<file path="config.mk">
export PLATFORM = sky130hd
export DESIGN_NAME = radiotap_rate_and_tag_parser
export DESIGN_NICKNAME = d
export VERILOG_FILES = /design/src/hdl/rtrp_pkg.sv /design/src/hdl/rtrp_field_seek.sv /design/src/hdl/rtrp_frame_core.sv /design/src/hdl/radiotap_rate_and_tag_parser.sv
export SDC_FILE = /design/constraint.sdc
export NUM_CORES = 1
export LEC_CHECK = 0
export BUFFER_PORTS_ARGS = -buffer_cell sky130_fd_sc_hd__buf_2
export CORE_UTILIZATION = 57
export CTS_CLUSTER_DIAMETER = 50
export DETAILED_ROUTE_END_ITERATION = 8
export GPL_TIMING_DRIVEN = 0
export PLACE_DENSITY = 0.76
export SLEW_MARGIN = 15
export SYNTH_ARGS = -nofsm -noshare
export SYNTH_HDL_FRONTEND = slang
export SYNTH_SLANG_ARGS = --single-unit
</file>
<file path="constraint.sdc">
create_clock -name clk -period 14.97 [get_ports clk]
set_clock_uncertainty 0.05 [all_clocks]
set_input_delay 1.497 -clock clk [delete_from_list [all_inputs] [get_ports clk]]
set_output_delay 1.497 -clock clk [all_outputs]
set_load 0.1 [all_outputs]
</file>
<file path="src/hdl/rtrp_pkg.sv">
// Shared types, constants and field tables for the radiotap rate and tag parser.
// No dependencies; used by every module in hdl/.
package rtrp_pkg;

  // Frame limit default and field-level widths
  localparam int MAX_FRAME_DEF = 4096;
  localparam int HLEN_W        = 16;
  localparam int CUR_W         = 17;   // cursor arithmetic with carry room
  localparam int NUM_FIELDS    = 22;
  localparam int FIDX_W        = 5;

  // Header layout
  localparam logic [HLEN_W-1:0] HDR_MIN       = 16'd8;
  localparam logic [HLEN_W-1:0] EXT_FIRST_END = 16'd12;
  localparam logic [CUR_W-1:0]  FIRST_CURSOR  = 17'd8;
  localparam logic [CUR_W-1:0]  WORD_BYTES    = 17'd4;
  localparam logic [CUR_W-1:0]  WORD_LAST     = 17'd3;
  localparam logic [CUR_W-1:0]  TAG_MIN_POS   = 17'd15;
  localparam logic [CUR_W-1:0]  TAG_SPAN_LAST = 17'd7;

  // Fields carrying a rate and the byte within each
  localparam logic [FIDX_W-1:0] FIELD_LEGACY = 5'd2;
  localparam logic [FIDX_W-1:0] FIELD_HT     = 5'd19;
  localparam logic [FIDX_W-1:0] FIELD_VHT    = 5'd21;
  localparam logic [CUR_W-1:0]  HT_MCS_BYTE  = 17'd2;
  localparam logic [CUR_W-1:0]  VHT_MCS_BYTE = 17'd4;

  // Configuration reset values
  localparam logic [31:0] TAG_WORD_RST  = 32'h424C_5756;
  localparam logic [7:0]  WIN_FIRST_RST = 8'd20;
  localparam logic [7:0]  WIN_LAST_RST  = 8'd40;

  typedef enum logic [1:0] {
    CFG_TAG_WORD  = 2'd0,
    CFG_WIN_FIRST = 2'd1,
    CFG_WIN_LAST  = 2'd2
  } cfg_reg_t;

  typedef enum logic [1:0] {
    RATE_LEGACY = 2'd0,
    RATE_VHT    = 2'd1,
    RATE_HT     = 2'd2,
    RATE_NONE   = 2'd3
  } rate_kind_t;

  typedef struct packed {
    logic [31:0] tag_word;
    logic [7:0]  win_first;
    logic [7:0]  win_last;
  } cfg_t;

  typedef struct packed {
    logic       last_byte;
    logic [7:0] frame_byte;
  } byte_item_t;

  typedef struct packed {
    logic        tag_found;
    logic [31:0] frame_seq;
    rate_kind_t  rate_kind;
    logic [7:0]  rate_value;
  } res_t;

  typedef struct packed {
    logic              found;
    logic [FIDX_W-1:0] index;
    logic [HLEN_W-1:0] cursor;
  } seek_t;

  // Size in bytes of each radiotap field, bits 0..21
  function automatic logic [3:0] field_size(input logic [FIDX_W-1:0] idx);
    logic [3:0] s;
    unique case (idx)
      5'd0, 5'd18, 5'd20:                                  s = 4'd8;
      5'd3:                                                s = 4'd4;
      5'd4, 5'd7, 5'd8, 5'd9, 5'd14, 5'd15:                s = 4'd2;
      5'd19:                                               s = 4'd3;
      5'd21:                                               s = 4'd12;
      default:                                             s = 4'd1;
    endcase
    return s;
  endfunction

  // Natural alignment of each field
  function automatic logic [3:0] field_align(input logic [FIDX_W-1:0] idx);
    logic [3:0] a;
    unique case (idx)
      5'd0:                                                a = 4'd8;
      5'd18, 5'd20:                                        a = 4'd4;
      5'd3, 5'd4, 5'd7, 5'd8, 5'd9, 5'd14, 5'd15, 5'd21:   a = 4'd2;
      default:                                             a = 4'd1;
    endcase
    return a;
  endfunction

endpackage

</file>
<file path="src/hdl/rtrp_field_seek.sv">
// Finds the next present radiotap field at or above a start bit, aligns its
// offset and checks that it fits in the header. Uses rtrp_pkg.
module rtrp_field_seek (
  input  logic [rtrp_pkg::NUM_FIELDS-1:0] present,
  input  logic [rtrp_pkg::FIDX_W-1:0]     from_bit,
  input  logic [rtrp_pkg::CUR_W-1:0]      cur,
  input  logic [rtrp_pkg::HLEN_W-1:0]     hlen,
  output rtrp_pkg::seek_t                 seek
);

  logic                          any_set;
  logic [rtrp_pkg::FIDX_W-1:0]   first_idx;
  logic [rtrp_pkg::CUR_W-1:0]    amask;
  logic [rtrp_pkg::CUR_W-1:0]    aligned;
  logic [rtrp_pkg::CUR_W:0]      field_end;

  // Lowest present bit at or above from_bit
  always_comb begin
    any_set   = 1'b0;
    first_idx = '0;
    for (int i = rtrp_pkg::NUM_FIELDS - 1; i >= 0; i--) begin
      if (present[i] && (rtrp_pkg::FIDX_W'(i) >= from_bit)) begin
        any_set   = 1'b1;
        first_idx = rtrp_pkg::FIDX_W'(i);
      end
    end
  end

  // Round the cursor up to the field's alignment, then check the fit
  always_comb begin
    amask     = rtrp_pkg::CUR_W'(rtrp_pkg::field_align(first_idx)) - 1'b1;
    aligned   = (cur + amask) & ~amask;
    field_end = {1'b0, aligned} + (rtrp_pkg::CUR_W + 1)'(rtrp_pkg::field_size(first_idx));
    seek.found  = any_set && (field_end <= (rtrp_pkg::CUR_W + 1)'(hlen));
    seek.index  = first_idx;
    seek.cursor = aligned[rtrp_pkg::HLEN_W-1:0];
  end

endmodule

</file>
<file path="src/hdl/rtrp_frame_core.sv">
// Per-frame parse state: header length, present bitmap, field walk, rate
// captures and tag search. One byte per advance. Uses rtrp_pkg, rtrp_field_seek.
module rtrp_frame_core #(
  parameter int MAX_FRAME = rtrp_pkg::MAX_FRAME_DEF
) (
  input  logic                 clk,
  input  logic                 rst_n,
  input  logic                 advance,
  input  rtrp_pkg::byte_item_t item,
  input  rtrp_pkg::cfg_t       cfg,
  output rtrp_pkg::res_t       res
);

  localparam int POS_W = $clog2(MAX_FRAME + 1);
  localparam int CW    = rtrp_pkg::CUR_W;

  // Frame state
  logic [POS_W-1:0]                pos_r,      pos_nxt;
  logic [rtrp_pkg::HLEN_W-1:0]     hlen_r,     hlen_nxt;
  logic [rtrp_pkg::NUM_FIELDS-1:0] present_r,  present_nxt;
  logic                            ext_r,      ext_nxt;
  logic [rtrp_pkg::HLEN_W-1:0]     cursor_r,   cursor_nxt;
  logic [rtrp_pkg::FIDX_W-1:0]     fidx_r,     fidx_nxt;
  logic                            stopped_r,  stopped_nxt;
  logic                            walk_r,     walk_nxt;
  logic                            leg_v_r,    leg_v_nxt;
  logic [7:0]                      leg_r,      leg_nxt;
  logic                            ht_v_r,     ht_v_nxt;
  logic [4:0]                      ht_r,       ht_nxt;
  logic                            vht_v_r,    vht_v_nxt;
  logic [3:0]                      vht_r,      vht_nxt;
  logic [63:0]                     recent_r,   recent_nxt;
  logic                            hit_r,      hit_nxt;
  logic [31:0]                     seq_r,      seq_nxt;

  // Seek unit request
  logic                            seek_req;
  logic [rtrp_pkg::FIDX_W-1:0]     seek_from;
  logic [CW-1:0]                   seek_cur;
  rtrp_pkg::seek_t                 seek;

  rtrp_field_seek u_seek (
    .present  (present_nxt),
    .from_bit (seek_from),
    .cur      (seek_cur),
    .hlen     (hlen_r),
    .seek     (seek)
  );

  // Byte update
  always_comb begin
    logic [7:0]    b;
    logic [CW-1:0] p;
    logic [CW-1:0] cur;
    logic [CW-1:0] cur4;
    logic [CW-1:0] hl;
    logic [CW-1:0] off;
    logic          take;

    b    = item.frame_byte;
    p    = CW'(pos_r);
    cur  = CW'(cursor_r);
    cur4 = cur + rtrp_pkg::WORD_BYTES;
    hl   = CW'(hlen_r);
    off  = p - rtrp_pkg::TAG_SPAN_LAST - hl;
    take = pos_r < POS_W'(MAX_FRAME);

    pos_nxt     = pos_r;
    hlen_nxt    = hlen_r;
    present_nxt = present_r;
    ext_nxt     = ext_r;
    cursor_nxt  = cursor_r;
    fidx_nxt    = fidx_r;
    stopped_nxt = stopped_r;
    walk_nxt    = walk_r;
    leg_v_nxt   = leg_v_r;
    leg_nxt     = leg_r;
    ht_v_nxt    = ht_v_r;
    ht_nxt      = ht_r;
    vht_v_nxt   = vht_v_r;
    vht_nxt     = vht_r;
    recent_nxt  = recent_r;
    hit_nxt     = hit_r;
    seq_nxt     = seq_r;
    seek_req    = 1'b0;
    seek_from   = '0;
    seek_cur    = rtrp_pkg::FIRST_CURSOR;

    if (take) begin
      recent_nxt = {b, recent_r[63:8]};
      pos_nxt    = pos_r + 1'b1;

      // Header words, extension chain, field walk
      priority if (p == CW'(2)) begin
        hlen_nxt = {8'h00, b};
      end else if (p == CW'(3)) begin
        hlen_nxt = {b, hlen_r[7:0]};
      end else if (p == CW'(4)) begin
        present_nxt = {14'h0, b};
      end else if (p == CW'(5)) begin
        present_nxt[15:8] = b;
      end else if (p == CW'(6)) begin
        present_nxt[21:16] = b[5:0];
      end else if (p == CW'(7)) begin
        ext_nxt    = b[7];
        cursor_nxt = rtrp_pkg::FIRST_CURSOR[rtrp_pkg::HLEN_W-1:0];
        if (b[7]) begin
          if (rtrp_pkg::EXT_FIRST_END > hlen_r) stopped_nxt = 1'b1;
        end else begin
          seek_req = 1'b1;
        end
      end else if (ext_r && !stopped_r) begin
        if (p == cur + rtrp_pkg::WORD_LAST) begin
          ext_nxt    = b[7];
          cursor_nxt = cur4[rtrp_pkg::HLEN_W-1:0];
          if (b[7]) begin
            if ((cur4 + rtrp_pkg::WORD_BYTES) > hl) stopped_nxt = 1'b1;
          end else begin
            seek_req = 1'b1;
            seek_cur = cur4;
          end
        end
      end else if (walk_r) begin
        if (fidx_r == rtrp_pkg::FIELD_LEGACY && p == cur) begin
          leg_v_nxt = 1'b1;
          leg_nxt   = b;
        end
        if (fidx_r == rtrp_pkg::FIELD_HT && p == cur + rtrp_pkg::HT_MCS_BYTE) begin
          ht_v_nxt = 1'b1;
          ht_nxt   = b[4:0];
        end
        if (fidx_r == rtrp_pkg::FIELD_VHT && p == cur + rtrp_pkg::VHT_MCS_BYTE) begin
          vht_v_nxt = 1'b1;
          vht_nxt   = b[7:4];
        end
        // last byte of the current field: move on
        if (p == cur + CW'(rtrp_pkg::field_size(fidx_r)) - 1'b1) begin
          seek_req  = 1'b1;
          seek_from = fidx_r + 1'b1;
          seek_cur  = p + 1'b1;
        end
      end else begin
        // leading bytes, stopped walk or payload: nothing to parse here
      end

      if (seek_req) begin
        if (seek.found) begin
          fidx_nxt   = seek.index;
          cursor_nxt = seek.cursor;
          walk_nxt   = 1'b1;
        end else begin
          walk_nxt    = 1'b0;
          stopped_nxt = 1'b1;
        end
      end

      // Tag and sequence in the payload window
      if (!hit_r && p >= rtrp_pkg::TAG_MIN_POS && hlen_r >= rtrp_pkg::HDR_MIN &&
          p >= hl + rtrp_pkg::TAG_SPAN_LAST) begin
        if (off >= CW'(cfg.win_first) && off <= CW'(cfg.win_last) &&
            recent_nxt[31:0] == cfg.tag_word) begin
          hit_nxt = 1'b1;
          seq_nxt = recent_nxt[63:32];
        end
      end
    end
  end

  // Result as seen after this byte
  always_comb begin
    logic ok;
    ok = (pos_nxt >= POS_W'(8)) && (hlen_nxt >= rtrp_pkg::HDR_MIN) &&
         (CW'(hlen_nxt) <= CW'(pos_nxt));
    res.tag_found = hit_nxt;
    res.frame_seq = hit_nxt ? seq_nxt : 32'h0;
    priority if (ok && leg_v_nxt) begin
      res.rate_kind  = rtrp_pkg::RATE_LEGACY;
      res.rate_value = leg_nxt;
    end else if (ok && vht_v_nxt) begin
      res.rate_kind  = rtrp_pkg::RATE_VHT;
      res.rate_value = {4'h0, vht_nxt};
    end else if (ok && ht_v_nxt) begin
      res.rate_kind  = rtrp_pkg::RATE_HT;
      res.rate_value = {3'h0, ht_nxt};
    end else begin
      res.rate_kind  = rtrp_pkg::RATE_NONE;
      res.rate_value = 8'h00;
    end
  end

  // Control state: cleared at reset and at the end of each frame
  always_ff @(posedge clk) begin
    if (!rst_n) begin
      pos_r     <= '0;
      hlen_r    <= '0;
      present_r <= '0;
      ext_r     <= 1'b0;
      cursor_r  <= '0;
      fidx_r    <= '0;
      stopped_r <= 1'b0;
      walk_r    <= 1'b0;
      leg_v_r   <= 1'b0;
      ht_v_r    <= 1'b0;
      vht_v_r   <= 1'b0;
      hit_r     <= 1'b0;
    end else if (advance) begin
      if (item.last_byte) begin
        pos_r     <= '0;
        hlen_r    <= '0;
        present_r <= '0;
        ext_r     <= 1'b0;
        cursor_r  <= '0;
        fidx_r    <= '0;
        stopped_r <= 1'b0;
        walk_r    <= 1'b0;
        leg_v_r   <= 1'b0;
        ht_v_r    <= 1'b0;
        vht_v_r   <= 1'b0;
        hit_r     <= 1'b0;
      end else begin
        pos_r     <= pos_nxt;
        hlen_r    <= hlen_nxt;
        present_r <= present_nxt;
        ext_r     <= ext_nxt;
        cursor_r  <= cursor_nxt;
        fidx_r    <= fidx_nxt;
        stopped_r <= stopped_nxt;
        walk_r    <= walk_nxt;
        leg_v_r   <= leg_v_nxt;
        ht_v_r    <= ht_v_nxt;
        vht_v_r   <= vht_v_nxt;
        hit_r     <= hit_nxt;
      end
    end
  end

  // Payload state, qualified by the valid bits above
  always_ff @(posedge clk) begin
    if (advance) begin
      leg_r    <= leg_nxt;
      ht_r     <= ht_nxt;
      vht_r    <= vht_nxt;
      recent_r <= recent_nxt;
      seq_r    <= seq_nxt;
    end
  end

endmodule

</file>
<file path="src/hdl/radiotap_rate_and_tag_parser.sv">
// Top level of the radiotap rate and tag parser: stream ports, configuration
// registers, input and result registers. Uses rtrp_pkg, rtrp_frame_core.

// Takes a captured frame one byte per transaction (tlast on the final byte) and
// returns one result transaction per frame: tag flag and sequence number found
// in the payload window, and the best rate seen (legacy, then VHT, then HT).
// A new byte is accepted every cycle unless a last byte waits for the result
// slot; each byte is held in the input register and parsed there, with the
// present-bit search, alignment and fit check of the field walk done in the
// same cycle, and a parsed last byte loads the result register. A result not
// yet taken stalls input only when the next frame's last byte is ready to be
// parsed. Bytes at or past MAX_FRAME are dropped but tlast still closes the
// frame. There is no start-up clearing pass. Configuration writes are always
// accepted and must be made only while no frame is in flight.
module radiotap_rate_and_tag_parser #(
  parameter int MAX_FRAME = rtrp_pkg::MAX_FRAME_DEF
) (
  input  logic        clk,
  input  logic        rst_n,
  // Frame bytes
  input  logic        in_tvalid,
  output logic        in_tready,
  input  logic [7:0]  in_tdata,    // [7:0] frame_byte
  input  logic        in_tlast,    // last_byte
  // Results
  output logic        out_tvalid,
  input  logic        out_tready,
  output logic [39:0] out_tdata,   // [31:0] frame_seq, [39:32] rate_value
  output logic [2:0]  out_tuser,   // [0] tag_found, [2:1] rate_kind
  // Configuration writes
  input  logic        cfg_valid,
  output logic        cfg_ready,
  input  logic [1:0]  cfg_index,
  input  logic [31:0] cfg_data
);

  rtrp_pkg::cfg_t       cfg_r;
  logic                 s1_valid_r;
  rtrp_pkg::byte_item_t s1_item_r;
  logic                 s1_take;
  rtrp_pkg::res_t       res;
  logic                 out_valid_r;
  rtrp_pkg::res_t       out_res_r;

  // Configuration registers
  assign cfg_ready = 1'b1;

  always_ff @(posedge clk) begin
    if (!rst_n) begin
      cfg_r.tag_word  <= rtrp_pkg::TAG_WORD_RST;
      cfg_r.win_first <= rtrp_pkg::WIN_FIRST_RST;
      cfg_r.win_last  <= rtrp_pkg::WIN_LAST_RST;
    end else if (cfg_valid && cfg_ready) begin
      unique case (rtrp_pkg::cfg_reg_t'(cfg_index))
        rtrp_pkg::CFG_TAG_WORD:  cfg_r.tag_word  <= cfg_data;
        rtrp_pkg::CFG_WIN_FIRST: cfg_r.win_first <= cfg_data[7:0];
        rtrp_pkg::CFG_WIN_LAST:  cfg_r.win_last  <= cfg_data[7:0];
        default: ;
      endcase
    end
  end

  // Input register; a last byte waits only for a free result slot
  assign s1_take   = s1_valid_r && (!s1_item_r.last_byte || !out_valid_r || out_tready);
  assign in_tready = !s1_valid_r || s1_take;

  always_ff @(posedge clk) begin
    if (!rst_n) begin
      s1_valid_r <= 1'b0;
    end else if (in_tready) begin
      s1_valid_r <= in_tvalid;
    end
  end

  always_ff @(posedge clk) begin
    if (in_tvalid && in_tready) begin
      s1_item_r.frame_byte <= in_tdata;
      s1_item_r.last_byte  <= in_tlast;
    end
  end

  rtrp_frame_core #(
    .MAX_FRAME (MAX_FRAME)
  ) u_core (
    .clk     (clk),
    .rst_n   (rst_n),
    .advance (s1_take),
    .item    (s1_item_r),
    .cfg     (cfg_r),
    .res     (res)
  );

  // Result register
  always_ff @(posedge clk) begin
    if (!rst_n) begin
      out_valid_r <= 1'b0;
    end else if (s1_take && s1_item_r.last_byte) begin
      out_valid_r <= 1'b1;
    end else if (out_tready) begin
      out_valid_r <= 1'b0;
    end
  end

  always_ff @(posedge clk) begin
    if (s1_take && s1_item_r.last_byte) begin
      out_res_r <= res;
    end
  end

  assign out_tvalid = out_valid_r;
  assign out_tdata  = {out_res_r.rate_value, out_res_r.frame_seq};
  assign out_tuser  = {out_res_r.rate_kind, out_res_r.tag_found};

  // Checks
  a_last_gives_result: assert property (@(posedge clk) disable iff (!rst_n)
    (s1_take && s1_item_r.last_byte) |=> out_tvalid)
    else $error("parsed last byte did not load a result");

  a_result_from_last: assert property (@(posedge clk) disable iff (!rst_n)
    $rose(out_tvalid) |-> $past(s1_take && s1_item_r.last_byte))
    else $error("result raised without a last byte");

  a_no_tag_no_seq: assert property (@(posedge clk) disable iff (!rst_n)
    (out_tvalid && !out_tuser[0]) |-> (out_tdata[31:0] == 32'h0))
    else $error("sequence reported without a tag");

  a_unknown_rate_zero: assert property (@(posedge clk) disable iff (!rst_n)
    (out_tvalid && out_tuser[2:1] == rtrp_pkg::RATE_NONE) |-> (out_tdata[39:32] == 8'h0))
    else $error("unknown rate with nonzero value");

endmodule
</file>
# --- Word level (Yosys, flattened, before mapping) ---
# Memories as Yosys holds them, arrays and structs flattened. A register that Yosys moved wholly into a read port is not among the register bits.
# Cells that the tools add are included.
# Widths: inputs -> output; s select.
op_classes:
  addsub: 15
  magnitude_cmp: 34
  eq_ne: 22
  n_mux: 225
  n_bitwise: 2
  n_reduce_logical: 64
op_table:
  columns: ["operator", "n"]
  rows:
  - ["$mux 16", 16]
  - ["$mux 5", 48]
  - ["$mux 17", 12]
  - ["$mux 8", 13]
  - ["$mux 1", 103]
  - ["$mux 32", 3]
  - ["$mux 22", 4]
  - ["$mux 4", 19]
  - ["$eq 13x17->1", 4]
  - ["$eq 13x3->1 const B", 4]
  - ["$ge 4x5->1 const A", 8]
  - ["$logic_and 1x1->1", 40]
  - ["$add 16x2->17 const B", 2]
  - ["$add 16x3->17 const B", 2]
  - ["$eq 32x32->1", 1]
  - ["$ge 16x4->1 const B", 2]
  - ["$ge 5x5->1 const A", 6]
  - ["$eq 13x2->1 const B", 2]
  - ["$ge 13x4->1 const B", 2]
  - ["$mux 13", 2]
  - ["$ge 3x5->1 const A", 4]
  - ["$add 17x4->18", 1]
  - ["$le 18x16->1", 1]
  - ["$mux 9", 2]
  - ["39 further kinds", 61]
totals:
  reg_bits: 294
  rom_bits: 384
  inputBits: 48
  output_inout_bits: 46
  n_memories: 3
memory_table:
  columns: ["name", "words", "word_bits", "rd", "rd_clocked_by_memory_dff", "write_ports", "line_no", "text"]
  rows:
  - ["(name not given)", 32, 4, 1, 1, 0, "rtrp_pkg.sv:73", "unique case (idx)"]
  - ["(name not given)", 32, 4, 1, 0, 0, "rtrp_pkg.sv:87", "unique case (idx)"]
  - ["(name not given)", 32, 4, 1, 0, 0, "rtrp_pkg.sv:73", null]

# --- Longest topological paths before layout ---
# An unclocked memory read counts as a cell.
depth:
  ltp_word: 60
  mapped_depth: 68
  ltp_nobuf: 66

# --- Hierarchy ---
# From an unflattened synthesis, not the netlist that was laid out.
hier_totals:
  hier_cells: 2347
  area_unflattened_um2: 21449.3
modules_own_cells:
  columns: ["mod", "n_inst", "cells_per_inst", "area_each_um2", "seq_area_each_um2"]
  rows:
  - ["rtrp_frame_core", 1, 1695, 15064.4, 4814.6]
  - ["radiotap_rate_and_tag_parser", 1, 268, 3646.0, 2562.5]
  - ["rtrp_field_seek", 1, 384, 2738.9, 0.0]

# --- Least setup slack after synthesis ---
# Ideal clock, no wire load.
synth_timing:
  kind: "reg-to-reg"
  start: "register u_core.cursor_r[1] in the netlist's numbering"
  end: "register with a tool-made name"
  setup_time_ps: 116
  arrival_time_ps: 12780
  required_time_ps: 14804
  setup_slack_ps: 2024
  path_stages_with_launch: 67
  n_path_buf: 3
  period_less_slack_ps: 12946
  cell_sequence: "dfxtp_1 > clkbuf_1 > inv_1 > ha_1 > inv_1 > ha_1 > inv_1 > fa_1 > xor2_1 > nand4_1 > nor3_1 > nand4_1 > or4_4 > or4b_4 > nor3_2 > buf_4 > clkbuf_1 > and3_1 > [... 31 more ...] > nor2_1 > xnor2_1 > ha_1 > and4_1 > a221o_1 > a21o_1 > a21oi_1 > a21oi_1 > a41oi_1 > nor3b_1 > o211ai_2 > o2bb2ai_1 > and2_1 > inv_1 > ha_1 > nand2b_1 > mux2i_1 > a31o_1"
synth_lines:
  columns: ["element", "line_no", "text"]
  rows:
  - ["start: declaration", "rtrp_frame_core.sv:22", "logic [rtrp_pkg::HLEN_W-1:0] cursor_r, cursor_nxt;"]
  - ["start signal: assignment", "rtrp_frame_core.sv:225", "cursor_r <= cursor_nxt;"]

==> summary.md <==
| Metric | Value |
|---|---|
| Placed cell area | `22400 sq um` |
| Initial antenna violation count | `3` |
| Ratio of cells with drive above 1 in the final layout | `11.7%` |
| Remaining antenna violation count after routing | `0` |
| Vias in the first global route | `19072` |
| Filler cell count | `3077` |
| Critical path endpoint category | `flop` |
| Critical-path top delay cell | `or4b_4` |
| Core Util, Final | `64.8%` |
| Post-synth cell types | `101` |
| Syn_nets | `2641` |
| Router iterations before antenna repair | `9` |
| GRT Util Overall | `39.1%` |
| Post-Syn Instances | `2432` |
| Worst-case reg-to-reg path depth | `66` |
| Multi-input gate area | `13100 sq um` |
| Die X | `195 um` |
| Slew headroom | `20.8%` |
| Die area | `37900 sq um` |
| Register area share after synthesis | `34.8%` |
| Setup TNS Final | `0 ps` |
| Most common flop cell mapped by yosys | `edfxtp_1` |
| Fin crit share | `97.2%` |
| VDD IR-drop max | `103 uV` |
| Max Cap Violations | `0` |
| WP data arrival | `14950 ps` |
| Lkg Pwr | `0.00907 uW` |
| Fin crit period | `14560 ps` |
| Top cell by count, worst path | `ha_1` |
| TritonCTS Sinks | `290` |
| Transition time of the tightest slew-check pin | `1180 ps` |
| Routed WL per cell | `24.8 um` |
| IO buf count | `91` |
| Crit path from | `u_core.cursor_r[1]` |
| Clock tree buffer depth | `3` |
| Max-slew violations | `0` |
| Status | `finished, final reports clean` |
| Total power | `1770 uW` |
| RePlAce Congestion | `1.05` |
| Asr flop ratio synth | `0%` |
| Cell Pwr Density | `74.5 nW/um^2` |
| CP max stage delay | `640 ps` |
| R2R Path Start | `u_core.cursor_r[1]` |
| Setup CP Type | `reg -> reg` |
| Number of synthesized flops with an enable pin | `157` |
| Syn Area/Cell | `8.71 sq um` |
| Area added between synthesis and finish | `12.1%` |
| Gr ovfl total | `0` |
| Core Region | `36600 sq um` |
| Register Area | `7380 sq um` |
| Crit start category | `flop` |
| #FFs+latches synth | `290` |
| Final Hold Vio Count | `0` |
| DP Wirelength | `58800 um` |
| CTS Buf Count | `31` |
| Largest net degree at the start of global routing | `43` |
| Post-synthesis instance area | `21200 sq um` |
| Dpl cells | `2999` |
| Top-area cell type share of the netlist area | `22.3%` |
| Via density | `6.54` |
| H-tree depth | `1` |
| CTS tree | `built` |
| Ports | `94` |
| Starting Density | `57.9%` |
| Leading cell types in the layout, fill and taps excluded | `nand2_1, nor2_1, a21oi_1` |
| Worst skew pair latency | `600 ps` |
| Row cnt | `70` |
| Fmax | `0.0687 GHz` |
| First DRT Iteration DRCs | `2197` |
| Clock-pin slew on the worst setup and hold paths | `70 ps` |
| First-pass GRT wire length | `113000 um` |
| Post-route cell area | `23700 sq um` |
| Setup Viol. Count Final | `0` |
| Fin cells | `3065` |
| Drc violations | `0` |
| Largest area contributor in the netlist | `edfxtp_1` |
| Critical path required time | `15360 ps` |
| Routed vias | `20060` |
| CP max FO | `14` |
| Routed wire length | `75900 um` |
| Yosys Warn Count | `0` |
| Top cells by area, synth | `edfxtp_1, dfxtp_1, ha_1` |
| NumNets Final | `2780` |
| Worst R2R Setup Slack | `410 ps` |
| HP Class | `reg -> reg` |
| Commonest non-fill, non-tap cell in the layout | `nand2_1` |
| Die Y | `195 um` |
| Clock root cell | `clkbuf_16` |
[worst max-delay path: cells and delay by family (launching register included)]
kind            cells  cell delay [ps]
buf+inv            12             1710
flops               1              380
fa+ha+maj           8             2510
simple gates       20             4440
xor+xnor            3              720
compound gates     23             4540
[cells in the mapped netlist, types with 22 or more instances]
cell and count:
xor2_1 64, a22oi_1 42, a21oi_1 175, nor2_1 232
clkbuf_1 87, dfxtp_1 133, nand2b_1 27, o21a_1 23
xnor2_1 129, nand2_1 231, a21o_1 46, o21ai_0 88
ha_1 157, mux2_2 44, mux2i_1 44, nand4_1 43
and2_1 60, inv_1 111, a211oi_1 22, nor2b_1 36
nand3_1 94, edfxtp_1 157, nor4_1 32, and3_1 23
nor3_1 62
[flip-flops by register name (all words and copies together), names as in the netlist, 3 cells and up, named ones only]
name / count
u_core.fidx_r: 5
u_core.vht_r: 4
u_core.recent_r: 56
u_core.leg_r: 8
out_tdata: 40
out_tuser: 3
u_core.ht_r: 5
u_core.hlen_r: 16
s1_item_r: 9
u_core.pos_r: 13
u_core.present_r: 22
u_core.cursor_r: 16
u_core.seq_r: 32
cfg_r: 48
[stage by stage]
stage | setup slack [ps] | hold slack, ps
finish | 412 | 399
detailed placement | -1980 | 380
global placement | -1820 | 374
global route | -16.7 | 402
floorplan | 2020 | 370
CTS | 15.9 | 396
[per-layer routing]
metal / track usage [%] / routed length [um]
met1: 53.1 / 30900
met2: 60.4 / 33000
met3: 7.51 / 8080
met4: 17.8 / 3930
met5: 0 / 13
[report_power, final]
part | switching (uW) | internal (uW)
combinational | 69.5 | 26.6
sequential | 9.54 | 853
clock | 347 | 463
[timing repair]
action | in CTS | in global routing
cloned | 0 | 0
endpoints found under the setup margin | 27 | 24
setup buffers | 4 | 4
resized for setup | 21 | 27
pin swaps | 2 | 7
hold buffers | 0 | 0
[how the worst min path moves through the flow]
stage | start | end | slack, ps | depth (start not counted)
3_3_place_gp | u_core.recent_r[58] | u_core.recent_r[50] | 370 | 0
4_1_cts | s1_item_r[2] | u_core.recent_r[58] | 400 | 0
2_1_floorplan | u_core.recent_r[40] | u_core.recent_r[32] | 370 | 0
3_5_place_dp | u_core.recent_r[61] | u_core.recent_r[53] | 380 | 0
5_1_grt | s1_item_r[2] | u_core.recent_r[58] | 400 | 0
6_report | s1_item_r[2] | u_core.recent_r[58] | 400 | 0
[cell type report]
type | instances | share of cell area, %
antenna | 1 | 0.0105
buffer | 112 | 1.99
clock buffer | 41 | 3.59
clock inverter | 17 | 0.996
inverter | 116 | 1.84
multi-input combinational | 1913 | 55.3
sequential | 290 | 31.1
tap | 468 | 2.47
timing repair buffer | 107 | 2.71
[kinds of logic (layout without fill, tap and decap cells)]
logic type	Yosys count	count (layout)	share of synthesized area (%)
mux	88	88	4.42
other cells	1	2	0.0177
xor+xnor	193	193	7.98
simple gates	927	927	21.9
fa+ha+maj	162	162	9.71
compound gates	542	542	16.9
flops	290	290	34.8
buf+inv	229	393	4.22
Note: power is estimated with default switching activity, not from simulation.
